$ cat src/rtl/core/nsc_pkg.sv
// Package for the NAND ECC syndrome corrector: beat types, status codes,
// defaults for the top-level parameters. No dependencies.
`default_nettype none

package nsc_pkg;

   localparam int MAX_BLOCKS_DEF  = 8;
   localparam int QUEUE_DEPTH_DEF = 4;

   localparam int SYN_W      = 24;
   localparam int POS_W      = 12;
   localparam int FIX_WEIGHT = 11;
   localparam logic [7:0] ERASED_BYTE = 8'hFF;

   localparam logic [2:0] ST_CLEAN  = 3'd0;
   localparam logic [2:0] ST_FIXED  = 3'd1;
   localparam logic [2:0] ST_FAIL   = 3'd2;
   localparam logic [2:0] ST_ERASED = 3'd3;
   localparam logic [2:0] ST_SKIP   = 3'd4;

   typedef struct packed {
      logic [7:0] stored_ecc_0;
      logic [7:0] stored_ecc_1;
      logic [7:0] stored_ecc_2;
      logic [7:0] calc_ecc_0;
      logic [7:0] calc_ecc_1;
      logic [7:0] calc_ecc_2;
      logic       last_block;
   } req_type;

   typedef struct packed {
      logic [2:0] block_number;
      logic       fix_valid;
      logic [8:0] fix_byte;
      logic [2:0] fix_bit;
      logic [2:0] block_status;
      logic       page_fail;
      logic       page_done;
   } rsp_type;

   // Classified block, as it sits in the queue
   typedef struct packed {
      logic             nonzero;
      logic             single;
      logic             erased;
      logic [POS_W-1:0] pos;
      logic             last;
   } cls_type;

   typedef struct packed {
      logic full;
      logic empty;
   } qstat_type;

endpackage

`default_nettype wire

$ cat src/rtl/core/nand_ecc_syndrome_corrector.sv
// Top level of the NAND ECC syndrome corrector: front end, queue, back end.
// Depends on nsc_pkg, nsc_front, nsc_queue, nsc_back.
`default_nettype none

// Usage:
//   Send one req beat per 512-byte ECC block of a page: the three stored
//   ECC bytes from the spare area, the three computed ones, and last_block
//   on the final block of the page. Each req beat yields exactly one rsp
//   beat, in order: block index, fix position (byte offset, bit index)
//   when a single-bit error is found, block status and the sticky
//   page-fail flag. After an erased-page block the rest of the page is
//   reported as skipped.
//   Throughput: one block per cycle while req_stall and rsp_stall are low. An
//   accepted beat is first written into the queue, then loaded into the output
//   register in the back end, and only then offered on rsp.
//   The front end classifies each beat as it is taken and writes it to a
//   QUEUE_DEPTH-entry queue; req_stall rises only when that queue is full.
//   When rsp_stall is held, the output beat holds, the queue fills, and
//   up to QUEUE_DEPTH + 1 blocks are absorbed before req stalls.
//   Reset clears the queue, the output valid and the page state (block
//   index, fail and erased flags); the next beat starts a new page.

module nand_ecc_syndrome_corrector
   import nsc_pkg::*;
#(
   parameter int MAX_BLOCKS  = MAX_BLOCKS_DEF,
   parameter int QUEUE_DEPTH = QUEUE_DEPTH_DEF
)(
   input  logic    clock,
   input  logic    reset,
   input  logic    req_valid,
   output logic    req_stall,
   input  req_type req_data,
   output logic    rsp_valid,
   input  logic    rsp_stall,
   output rsp_type rsp_data
);

   cls_type   cls;
   cls_type   head;
   qstat_type qstat;
   logic      push;
   logic      pop;

   // classify in the front end
   nsc_front u_front (
      .req (req_data),
      .cls (cls)
   );

   // hold classified blocks until the back end takes them
   assign req_stall = qstat.full;
   assign push      = req_valid && !qstat.full;

   nsc_queue #(
      .DEPTH (QUEUE_DEPTH)
   ) u_queue (
      .clock     (clock),
      .reset     (reset),
      .push      (push),
      .push_data (cls),
      .pop       (pop),
      .head      (head),
      .stat      (qstat)
   );

   // apply page state and drive the result beat
   nsc_back #(
      .MAX_BLOCKS (MAX_BLOCKS)
   ) u_back (
      .clock      (clock),
      .reset      (reset),
      .head_valid (!qstat.empty),
      .head       (head),
      .pop        (pop),
      .rsp_valid  (rsp_valid),
      .rsp_stall  (rsp_stall),
      .rsp_data   (rsp_data)
   );

`ifndef SYNTH
   a_fix_matches_status: assert property (@(posedge clock) disable iff (reset)
      rsp_valid |-> (rsp_data.fix_valid == (rsp_data.block_status == ST_FIXED)))
      else $error("fix_valid disagrees with block status");

   a_fail_is_sticky: assert property (@(posedge clock) disable iff (reset)
      (rsp_valid && (rsp_data.block_status == ST_FAIL)) |-> rsp_data.page_fail)
      else $error("uncorrectable block without page fail");

   a_no_pos_unless_fix: assert property (@(posedge clock) disable iff (reset)
      (rsp_valid && !rsp_data.fix_valid) |-> ((rsp_data.fix_byte == '0)
                                              && (rsp_data.fix_bit == '0)))
      else $error("fix position on a block without a fix");

   a_pop_needs_entry: assert property (@(posedge clock) disable iff (reset)
      pop |-> !qstat.empty)
      else $error("back end popped an empty queue");
`endif

endmodule

`default_nettype wire

$ cat src/rtl/core/nsc_front.sv
// Front end: forms the 24-bit syndrome of one beat and classifies it.
// Depends on nsc_pkg.
`default_nettype none

module nsc_front
   import nsc_pkg::*;
(
   input  req_type req,
   output cls_type cls
);

   logic [SYN_W-1:0] syn;

   assign syn = {req.stored_ecc_2 ^ req.calc_ecc_2,
                 req.stored_ecc_1 ^ req.calc_ecc_1,
                 req.stored_ecc_0 ^ req.calc_ecc_0};

   always_comb begin
      cls.nonzero = |syn;
      cls.single  = ($countones(syn) == FIX_WEIGHT);
      cls.erased  = (req.stored_ecc_0 == ERASED_BYTE) && (req.stored_ecc_1 == ERASED_BYTE)
                    && (req.stored_ecc_2 == ERASED_BYTE);
      cls.last    = req.last_block;
      // gather odd syndrome bits; syndrome bit 23 lands at the top of pos
      for (int j = 0; j < POS_W; j++) begin
         cls.pos[j] = syn[2*j+1];
      end
   end

endmodule

`default_nettype wire

$ cat src/rtl/core/nsc_queue.sv
// Short queue of classified blocks between front and back end.
// Depends on nsc_pkg.
`default_nettype none

module nsc_queue
   import nsc_pkg::*;
#(
   parameter int DEPTH = QUEUE_DEPTH_DEF
)(
   input  logic      clock,
   input  logic      reset,
   input  logic      push,
   input  cls_type   push_data,
   input  logic      pop,
   output cls_type   head,
   output qstat_type stat
);

   localparam int PTR_W = (DEPTH > 1) ? $clog2(DEPTH) : 1;
   localparam logic [PTR_W:0] FULL_CNT = (PTR_W+1)'(DEPTH);

   cls_type          entries_ff [DEPTH];
   logic [PTR_W-1:0] wr_ptr_ff, wr_ptr_in;
   logic [PTR_W-1:0] rd_ptr_ff, rd_ptr_in;
   logic [PTR_W:0]   count_ff, count_in;

   function automatic logic [PTR_W-1:0] bump(input logic [PTR_W-1:0] p);
      bump = (p == PTR_W'(DEPTH-1)) ? '0 : p + 1'b1;
   endfunction

   always_comb begin
      wr_ptr_in = push ? bump(wr_ptr_ff) : wr_ptr_ff;
      rd_ptr_in = pop  ? bump(rd_ptr_ff) : rd_ptr_ff;
      count_in  = count_ff;
      if (push && !pop) begin
         count_in = count_ff + 1'b1;
      end else if (pop && !push) begin
         count_in = count_ff - 1'b1;
      end
   end

   always_ff @(posedge clock) begin
      if (reset) begin
         wr_ptr_ff <= '0;
         rd_ptr_ff <= '0;
         count_ff  <= '0;
      end else begin
         wr_ptr_ff <= wr_ptr_in;
         rd_ptr_ff <= rd_ptr_in;
         count_ff  <= count_in;
      end
   end

   always_ff @(posedge clock) begin
      if (push) begin
         entries_ff[wr_ptr_ff] <= push_data;
      end
   end

   assign head       = entries_ff[rd_ptr_ff];
   assign stat.full  = (count_ff == FULL_CNT);
   assign stat.empty = (count_ff == '0);

endmodule

`default_nettype wire

$ cat src/rtl/core/nsc_back.sv
// Back end: applies page state to queued blocks and holds the result beat.
// Depends on nsc_pkg.
`default_nettype none

module nsc_back
   import nsc_pkg::*;
#(
   parameter int MAX_BLOCKS = MAX_BLOCKS_DEF
)(
   input  logic    clock,
   input  logic    reset,
   input  logic    head_valid,
   input  cls_type head,
   output logic    pop,
   output logic    rsp_valid,
   input  logic    rsp_stall,
   output rsp_type rsp_data
);

   localparam int CNT_W = (MAX_BLOCKS > 1) ? $clog2(MAX_BLOCKS) : 1;

   logic [CNT_W-1:0] cnt_ff, cnt_in;
   logic             fail_ff, fail_in;
   logic             halt_ff, halt_in;
   logic             valid_ff, valid_in;
   rsp_type          rsp_ff, rsp_in;
   logic [CNT_W+2:0] cnt_ext;

   // load when the output register is free or being drained
   assign pop = head_valid && (!valid_ff || !rsp_stall);
   assign cnt_ext = {3'b000, cnt_ff};

   always_comb begin
      fail_in  = fail_ff;
      halt_in  = halt_ff;
      cnt_in   = cnt_ff;
      valid_in = valid_ff;
      rsp_in   = rsp_ff;
      if (pop) begin
         valid_in            = 1'b1;
         rsp_in.fix_valid    = 1'b0;
         rsp_in.fix_byte     = '0;
         rsp_in.fix_bit      = '0;
         rsp_in.block_status = ST_CLEAN;
         if (halt_ff) begin
            rsp_in.block_status = ST_SKIP;
         end else if (head.nonzero) begin
            if (head.single) begin
               rsp_in.fix_valid    = 1'b1;
               rsp_in.fix_byte     = head.pos[POS_W-1:3];
               rsp_in.fix_bit      = head.pos[2:0];
               rsp_in.block_status = ST_FIXED;
            end else if (head.erased) begin
               halt_in             = 1'b1;
               rsp_in.block_status = ST_ERASED;
            end else begin
               fail_in             = 1'b1;
               rsp_in.block_status = ST_FAIL;
            end
         end
         rsp_in.block_number = cnt_ext[2:0];
         rsp_in.page_fail    = fail_in;
         rsp_in.page_done    = head.last;
         // advance or restart the page
         if (head.last) begin
            cnt_in  = '0;
            fail_in = 1'b0;
            halt_in = 1'b0;
         end else if (cnt_ff == CNT_W'(MAX_BLOCKS-1)) begin
            cnt_in = '0;
         end else begin
            cnt_in = cnt_ff + 1'b1;
         end
      end else if (!rsp_stall) begin
         valid_in = 1'b0;
      end
   end

   always_ff @(posedge clock) begin
      if (reset) begin
         cnt_ff   <= '0;
         fail_ff  <= 1'b0;
         halt_ff  <= 1'b0;
         valid_ff <= 1'b0;
      end else begin
         cnt_ff   <= cnt_in;
         fail_ff  <= fail_in;
         halt_ff  <= halt_in;
         valid_ff <= valid_in;
      end
   end

   always_ff @(posedge clock) begin
      rsp_ff <= rsp_in;
   end

   assign rsp_valid = valid_ff;
   assign rsp_data  = rsp_ff;

endmodule

`default_nettype wire

$ cat config.mk
export PLATFORM = sky130hd
export DESIGN_NAME = nand_ecc_syndrome_corrector
export DESIGN_NICKNAME = d
export VERILOG_FILES = /design/src/rtl/core/nsc_pkg.sv /design/src/rtl/core/nand_ecc_syndrome_corrector.sv /design/src/rtl/core/nsc_front.sv /design/src/rtl/core/nsc_queue.sv /design/src/rtl/core/nsc_back.sv
export SDC_FILE = /design/constraint.sdc
export NUM_CORES = 1
export LEC_CHECK = 0
export BUFFER_PORTS_ARGS = -buffer_cell sky130_fd_sc_hd__buf_2
export CELL_PAD_IN_SITES_DETAIL_PLACEMENT = 2
export CELL_PAD_IN_SITES_GLOBAL_PLACEMENT = 2
export CORE_MARGIN = 1
export CORE_UTILIZATION = 40
export DETAILED_ROUTE_END_ITERATION = 10
export GPL_TIMING_DRIVEN = 0
export PLACE_DENSITY = 0.76
export SETUP_SLACK_MARGIN = 0.02
export SYNTH_ARGS = -nofsm -noshare
export SYNTH_HDL_FRONTEND = slang
export SYNTH_HIERARCHICAL = 1
export SYNTH_SLANG_ARGS = --single-unit
$ cat constraint.sdc
create_clock -name clock -period 6 [get_ports clock]
set_clock_uncertainty 0.1 [all_clocks]
set_input_delay 0.3 -clock clock [delete_from_list [all_inputs] [get_ports clock]]
set_output_delay 0.3 -clock clock [all_outputs]
set_load 0.01 [all_outputs]
* Yosys cells after proc, flatten, opt, wreduce, memory -nomap -nowiden
Memory sizes are Yosys's and may differ from the RTL's. A register that Yosys moved wholly into a read port is not among the register bits.
Index checks and enable logic that the tools add are counted.
** Word-level totals
- Register bits after elaboration :: 34
- Memory bits (writable) :: 64
- Input bits :: 53
- Output and inout port bits :: 23
- Logic and storage cells :: 104
- Memories kept :: 1
** Cells by class
- Add/sub/neg operators :: 28
- Eq/ne operators :: 9
- Multiplexer cells :: 26
- Bitwise gates (word level) :: 5
- Reduce and logical (&&, ||, !) cells :: 19
** Memory list
- u_queue.entries_ff :: words 4, bits a word 16, read ports 1, clocked after Yosys merged registers in 1, write ports 1, line nsc_queue.sv:22 : cls_type entries_ff [DEPTH];
** Operator list (count)
- adder 32 bit :: 11
- == test 32 x 5 -> 1 bit (second input constant) :: 1
- adder 1 x 1 -> 2 bit :: 12
- == test 8 bit (second input constant) :: 3
- OR reduction 24 bit :: 1
- XOR 8 bit :: 3
- two-way mux 1 bit :: 15
- two-way mux 3 bit :: 5
- two-way mux 13 bit :: 1
- two-way mux 2 bit :: 5
- adder 3 x 1 -> 3 bit (second input constant) :: 2
- == test 3 bit (second input constant) :: 2
- logical AND 1 bit :: 6
- zero test 1 bit :: 6
- OR reduction 3 bit :: 2
- adder 2 x 1 -> 2 bit (second input constant) :: 2
- == test 2 bit (second input constant) :: 2
- zero test 3 bit :: 1
- subtractor 3 x 1 -> 3 bit (second input constant) :: 1
- inequality test 2 x 1 -> 1 bit (second input constant) :: 1
- NOT 1 bit :: 2
- nonzero test 2 bit :: 1
- OR reduction 2 bit :: 1
- logical OR 1 bit :: 1

* Longest topological paths before layout
Gate-level depths: netlist of run 1.
- Depth in word-level cells :: 7
- Gate-level depth with buffers :: 17
- Depth with buffers taken out :: 17

* Hierarchy
The synthesis of run 1 kept the hierarchy.
** Modules (own cells, without submodules)
- nsc_queue :: times used 1, cells each 128, area an instance 2786.4 µm², sequential area each 2102.0 µm²
- nsc_back :: times used 1, cells each 68, area an instance 1026.0 µm², sequential area each 750.7 µm²
- nsc_front :: times used 1, cells each 97, area an instance 884.6 µm², sequential area each 0.0 µm²
- nand_ecc_syndrome_corrector :: times used 1, cells each 2, area an instance 17.5 µm², sequential area each 0.0 µm²

* Worst setup path after synthesis of run 1
No wires, ideal clock.
- Path kind :: input-to-reg
- Start point :: input port req_data[24] (netlist name)
- End point :: memory u_queue/entries_ff[0][14] (netlist name), data pin
- Library setup time :: 0.250 ns
- Data arrival time :: 4.452 ns
- Required time :: 5.650 ns
- Slack :: 1.197 ns
- Stages on the path :: 14
- Path buffers :: 0
- Cells stage by stage :: xor2_1 inv_1 fa_1 fa_1 fa_1 fa_1 inv_1 fa_1 ha_1 inv_1 fa_1 nor4b_1 a21oi_1 nor4b_1
** RTL lines
- start, declared :: line nand_ecc_syndrome_corrector.sv:33 : input req_type req_data,
- end, declared :: line nsc_queue.sv:22

==> results of run 1 <==
stage by stage:
| step | cell area [µm²] | util | setup WS, ns |
|---|---|---|---|
| after global routing | 5600 | 0.488 | 0.250 |
| after detailed placement | 5260 | 0.459 | 0.193 |
| after global placement | 5260 | 0.459 | 0.531 |
| after floorplan | 4710 | - | 1.20 |
| final | 5600 | 0.488 | 0.538 |
| after CTS | 5600 | 0.488 | 0.553 |
path summary, 6_finish.rpt:
check | slack, ns | cells past startpoint | endpoint
worst max-delay path | 0.54 | 15 | u_queue/entries_ff[2][14]
worst min-delay path | 0.06 | 1 | u_queue/entries_ff[1][0]
worst max register to register | 3.16 | 10 | u_queue/count_ff[2]
worst min register to register | 0.38 | 0 | u_back/rsp_data[19]
registers in the layout, summed over array words and instances, names as in the netlist, named ones only:
signal              count
u_back/cnt_ff           3
u_back/fail_ff          1
u_back/halt_ff          1
u_back/rsp_data        21
u_back/rsp_valid        1
u_queue/count_ff        3
u_queue/entries_ff     64
u_queue/rd_ptr_ff       2
u_queue/wr_ptr_ff       2
power groups by stage:
stage	registers [W]	logic, W	clock network (W)
after floorplan	0.00108	0.000835	0
after global placement	0.00104	0.00116	0
after detailed placement	0.00106	0.00124	0
after CTS	0.00104	0.00125	0.000631
after global routing	0.00106	0.00140	0.000656
final	0.00104	0.00122	0.000615
cell usage after synthesis, types with 6 or more instances:
cell      number
xor2_1        12
nor2_1        15
edfxtp_1      85
xnor2_1       15
nand4_1        8
fa_1          18
mux4_1         6
inv_1         31
mux4_2        10
dfxtp_1       15
a21oi_1        6
ha_1          15
and3_1        12
per-layer routing:
layer	up-vias	part of all wire	global-route usage
met5	-	0	0
met1	1364	0.40	0.227
met4	0	0.025	0.0800
li1	1256	-	-
met3	20	0.040	0.0390
met2	88	0.53	0.342
kinds of logic after synthesis:
family          count (synthesis)  synth area share
simple gates                   62            0.0764
mux                            21            0.0918
buf+inv                        38            0.0366
flops                         100             0.605
xor+xnor                       27            0.0502
fa+ha+maj                      33             0.116
compound gates                 14            0.0236
critical path, delay by kind of cell:
family                   cells  cell delay (ns)
XOR/XNOR                     1             0.41
buffers and inverters        4             0.36
adder cells (fa/ha/maj)      7             3.09
AND/OR/NAND/NOR              2             1.12
AO/OA/AOI/OAI                1             0.08
cell type report:
cell class                      count  area share
Inverter                           31      0.0208
Buffer                              7      0.0101
Tap cell                          143      0.0320
Clock inverter                      3     0.00380
Clock buffer                       13      0.0561
Timing Repair Buffer               74      0.0661
Sequential cell                   100       0.509
Multi-Input combinational cell    157       0.302
==> run metrics, run 1 <==
gate count of the mapped netlist 295; number of global-route vias before repair 3149; number of diodes added for antenna fixing 0; Total Die Area 12200 µm²; startpoint of the worst setup timing path req_data[20]; sequential share of power 0.361; area occupied by multi-input gates 1690 µm²; cells traversed along the worst timing path buf_2 > xor2_1 > inv_1 > fa_1 > fa_1 > fa_1 > fa_1 > inv_1 > fa_1 > ha_1 > inv_1 > fa_1 > nor4b_1 > a21oi_1 > nor4b_1; power per unit of standard cell area 513 nW/µm²; VDD IR max 0.248 mV; most prevalent standard cell on the critical path fa_1; Initial Utilization 0.411; number of synthesized flops with an enable pin 85; top post-synthesis cells by area edfxtp_1 54%, fa_1 7.6%, dfxtp_1 6.4%; Chip Height 111 µm; Hold Buf Count CTS 0; number of H-tree levels 3; die width 111 µm; run status completed; Worst-Skew Late Latency 0.34 ns; share of power burned in the clock network 0.214; Pins Over Slew Limit 0; Seq/Total Area, Yosys 0.605; CTS Buffer Depth 2; total routing resource utilization after global routing 0.193; vias post-DR 2728; number of antenna-violating nets in the routed design 0; worst min path class input pin to flop; fill cell instance count of the final layout 1090; library cell occupying the most area in the post-synthesis netlist edfxtp_1; total global routing overflow 0; critical path launch point type input pin; unrepaired setup endpoints after global routing false; maximum single-stage delay on the critical path 0.81 ns; internal power 0.00189 W; clock transition at the register clock pins on the worst setup and hold paths after CTS 0.07 ns; worst-path cell with the longest stage delay nor4b_1; share of the synthesized area in the top cell type 0.541; Core Area 11500 µm²; Hold Startpoint req_data[0]; number of distinct standard cells referenced by the synthesized netlist 39; total number of yosys warnings 6; weighted congestion at the end of routability-driven global placement 0.760; WP data required 5.91 ns; fraction of final layout cells sized beyond drive strength 1 0.281; critical setup path kind input pin to flop; initial detailed-routing violation count 114; drt pass-1 iters 4; clock tree from TritonCTS yes; slew at the pin with the worst max-slew slack 1.02 ns; mean number of vias per cell 5.17; Most used DFF post-synth edfxtp_1; per-instance average area after synthesis 16.0 µm²; top library cells by usage in the layout, fill and taps aside 85 x edfxtp_1, 76 x buf_2, 31 x inv_1, 18 x fa_1; worst slew margin relative to its limit 0.321; setup fix buffers added after clock tree synthesis 0; net count of the mapped netlist 381; minimum clock period after layout 5.46 ns; post-synthesis instance area 4710 µm²; total power 0.00287 W; placed wire-length estimate 8230 µm; root buf cell clkbuf_16; DRC violation count after routing 0; sequential cell area 2850 µm²; total of flip-flops plus latches after synthesis 100; Num CTS Buffers 9; number of placed instances with taps included 512; wire length per cell 20.3 µm; number of maximum-capacitance violations 0; Routed Wire Length 10700 µm; maximum operating frequency 183 MHz; final worst path period share 0.910; arrival time of the worst setup path 5.37 ns; worst r2r src u_queue/count_ff[0]; leakage power 2.21 nW; row cnt 39; total net switching power 0.000986 W; leading cell type in the layout, fill and taps excluded edfxtp_1; crit path max fanout 5; share of total power in combinational logic 0.425; maximum number of pins on one net before global-route repair 34; first-pass GRT wire length 17500 µm; number of placed I/O pins 76; total negative slack for setup checks 0 ns; switching fraction of total power 0.343; number of hold violations in the final report 0; PostCTS Resize Cnt 0; final standard cell count with taps included and fillers excluded 528; endpoints failing setup 0; IO Port Bufs 74; share of flip-flops with an asynchronous set or reset 0; final hold slack 0.0617 ns; Layout area overhead 18.8%; number of clock sinks seen by CTS 100; final layout net count 466; antenna violations before repair 0; endpoint class of the critical path flop
(Power assumes the default switching activity.)
==> run 2, diff against run 1 <==
--- a/config.mk
+++ b/config.mk
@@ -11,7 +11,6 @@
 export CORE_MARGIN = 1
 export CORE_UTILIZATION = 40
 export DETAILED_ROUTE_END_ITERATION = 10
-export GPL_TIMING_DRIVEN = 0
 export PLACE_DENSITY = 0.76
 export SETUP_SLACK_MARGIN = 0.02
 export SYNTH_ARGS = -nofsm -noshare
==> run metrics, run 2 (synthesis gave the netlist of run 1 again) <==
run status completed; final layout net count 460 (-1.3%); clock transition at the register clock pins on the worst setup and hold paths after CTS 0.06 ns (about the same); number of placed I/O pins 76 (unchanged); power per unit of standard cell area 506 nW/µm² (-1.4%); post-place setup slack 0.115 ns (-0.0781 ns); initial detailed-routing violation count 146 (+28%); register ranked first by flip-flop count u_queue/entries_ff; worst min path class input pin to flop; fin worst setup slack 0.496 ns (-0.0416 ns); crit path buf inv count 4 (unchanged); crit path max fanout 6 (+1); Hold Startpoint req_data[0]; worst-path cell with the longest stage delay nor4b_1; total global routing overflow 0 (unchanged); Chip Height 111 µm (unchanged); IO Port Bufs 75 (+1.4%); WP data required 5.92 ns (about the same); total negative slack for setup checks 0 ns (unchanged); arrival time of the worst setup path 5.43 ns (+0.06 ns); total power 0.00277 W (-3.6%); worst r2r src u_queue/count_ff[0]; cell family with most CP delay adder cells; critical setup path kind input pin to flop; endpoint of the most critical register-to-register path u_queue/count_ff[2]; r2r worst-path depth 10 (unchanged); slew at the pin with the worst max-slew slack 1.03 ns (+0.0144 ns); number of hold violations in the final report 0 (unchanged); Worst-Skew Late Latency 0.34 ns (about the same); mean number of vias per cell 5.14 (-0.48%); maximum number of pins on one net before global-route repair 34 (unchanged); Core Area 11500 µm² (unchanged); clock tree from TritonCTS yes; VDD IR max 0.219 mV (-12%); Layout area overhead 16.2%; weighted congestion at the end of routability-driven global placement 0.791 (+4.1%); drt pass-1 iters 4 (unchanged); number of antenna-violating nets in the routed design 0 (unchanged); Routed Wire Length 10500 µm (-2.4%); final worst path period share 0.917 (+0.00694); Initial Utilization 0.411 (unchanged); number of clock sinks seen by CTS 100 (unchanged); number of H-tree levels 3 (unchanged); unrepaired setup endpoints after global routing false; endpoints failing setup 0 (unchanged); number of global-route vias before repair 3038 (-3.5%); CTS Buffer Depth 2 (unchanged); placed wire-length estimate 8170 µm (-0.73%); number of maximum-capacitance violations 0 (unchanged); Hold Buf Count CTS 0 (unchanged); worst slew margin relative to its limit 0.310 (-0.0106); wire length per cell 20.0 µm (-1.3%); vias post-DR 2684 (-1.6%); maximum single-stage delay on the critical path 0.71 ns (-0.10 ns); root buf cell clkbuf_16; number of flip-flops under the largest register name 64 (unchanged); number of diodes added for antenna fixing 0 (unchanged); number of placed instances with taps included 506 (-1.2%); minimum clock period after layout 5.50 ns (+0.0416 ns); Num CTS Buffers 9 (unchanged); leading cell type in the layout, fill and taps excluded edfxtp_1; DRC violation count after routing 0 (unchanged); top library cells by usage in the layout, fill and taps aside 85 x edfxtp_1, 75 x buf_2, 31 x inv_1, 18 x fa_1; endpoint class of the critical path flop; die width 111 µm (unchanged); first-pass GRT wire length 17000 µm (-2.8%); r2r setup slk 3.16 ns (about the same); antenna violations before repair 0 (unchanged); setup fix buffers added after clock tree synthesis 0 (unchanged); fraction of final layout cells sized beyond drive strength 1 0.269 (-0.0114); count of cells along the worst hold path 1 (unchanged); total routing resource utilization after global routing 0.187 (-0.00543); fill cell instance count of the final layout 1089 (-0.092%); critical path launch point type input pin; final standard cell count with taps included and fillers excluded 522 (-1.1%); PostCTS Resize Cnt 0 (unchanged); row cnt 39 (unchanged); most prevalent standard cell on the critical path fa_1; maximum operating frequency 182 MHz (-0.76%); Total Die Area 12200 µm² (unchanged); leakage power 2.15 nW (-2.7%); Pins Over Slew Limit 0 (unchanged); Worst Hold End u_queue/entries_ff[1][0]; cells traversed along the worst timing path buf_2 > xor2_1 > inv_1 > fa_1 > fa_1 > fa_1 > fa_1 > inv_1 > fa_1 > ha_1 > inv_1 > fa_1 > nor4b_1 > a21oi_1 > nor4b_1
## run 2: how the worst max path moves through the flow
stage | startpoint | end | slack, ns | cells after the start
final | req_data[8] | u_queue/entries_ff[3][14] | 0.50 | 15
after global routing | req_data[32] | u_queue/entries_ff[1][14] | 0.22 | 15
after detailed placement | req_data[8] | u_queue/entries_ff[0][14] | 0.12 | 15
after CTS | req_data[8] | u_queue/entries_ff[3][14] | 0.44 | 15
after floorplan | req_data[24] | u_queue/entries_ff[0][14] | 1.20 | 14
after global placement | req_data[8] | u_queue/entries_ff[0][14] | 0.66 | 15
## run 2: layout make-up
type | count | area (µm²) | area share
Inverter | 31 | 116 | 0.0212
Multi-Input combinational cell | 157 | 1690 | 0.308
Sequential cell | 100 | 2850 | 0.521
Timing Repair Buffer | 75 | 375 | 0.0685
Clock inverter | 3 | 15.0 | 0.00274
Clock buffer | 13 | 250 | 0.0457
Tap cell | 143 | 179 | 0.0327
## run 2: metal layers
metal | track usage | routed length, µm | vias to the layer above
li1 | - | - | 1245
met1 | 0.223 | 4150 | 1351
met2 | 0.332 | 5680 | 73
met3 | 0.0329 | 390 | 15
met4 | 0.0782 | 238 | 0
met5 | 0 | 0 | -
## run 2: stage by stage
stage | area (µm²) | hold slack (ns) | util
floorplan | 4710 | 0.265 | -
global placement | 5210 | 0.353 | 0.455
detailed placement | 5210 | 0.377 | 0.455
CTS | 5480 | 0.0809 | 0.478
global route | 5480 | 0.0930 | 0.478
finish | 5480 | 0.0862 | 0.478
## run 2: worst reg2reg max path: stages (launching register included)
cell      delay [ns]
dfxtp_1         0.44
nor3_1          0.09
inv_1           0.09
a21boi_4        0.81
inv_1           0.20
ha_1            0.28
inv_1           0.09
fa_1            0.18
xor2_1          0.08
or3_1           0.30
a21oi_1         0.14
## run 2: power breakdown
part	internal [W]	switching, W	total (W)
combinational	0.000524	0.000643	0.00117
sequential	0.000979	0.000101	0.00108
clock	0.000291	0.000232	0.000523
total	0.00179	0.000976	0.00277
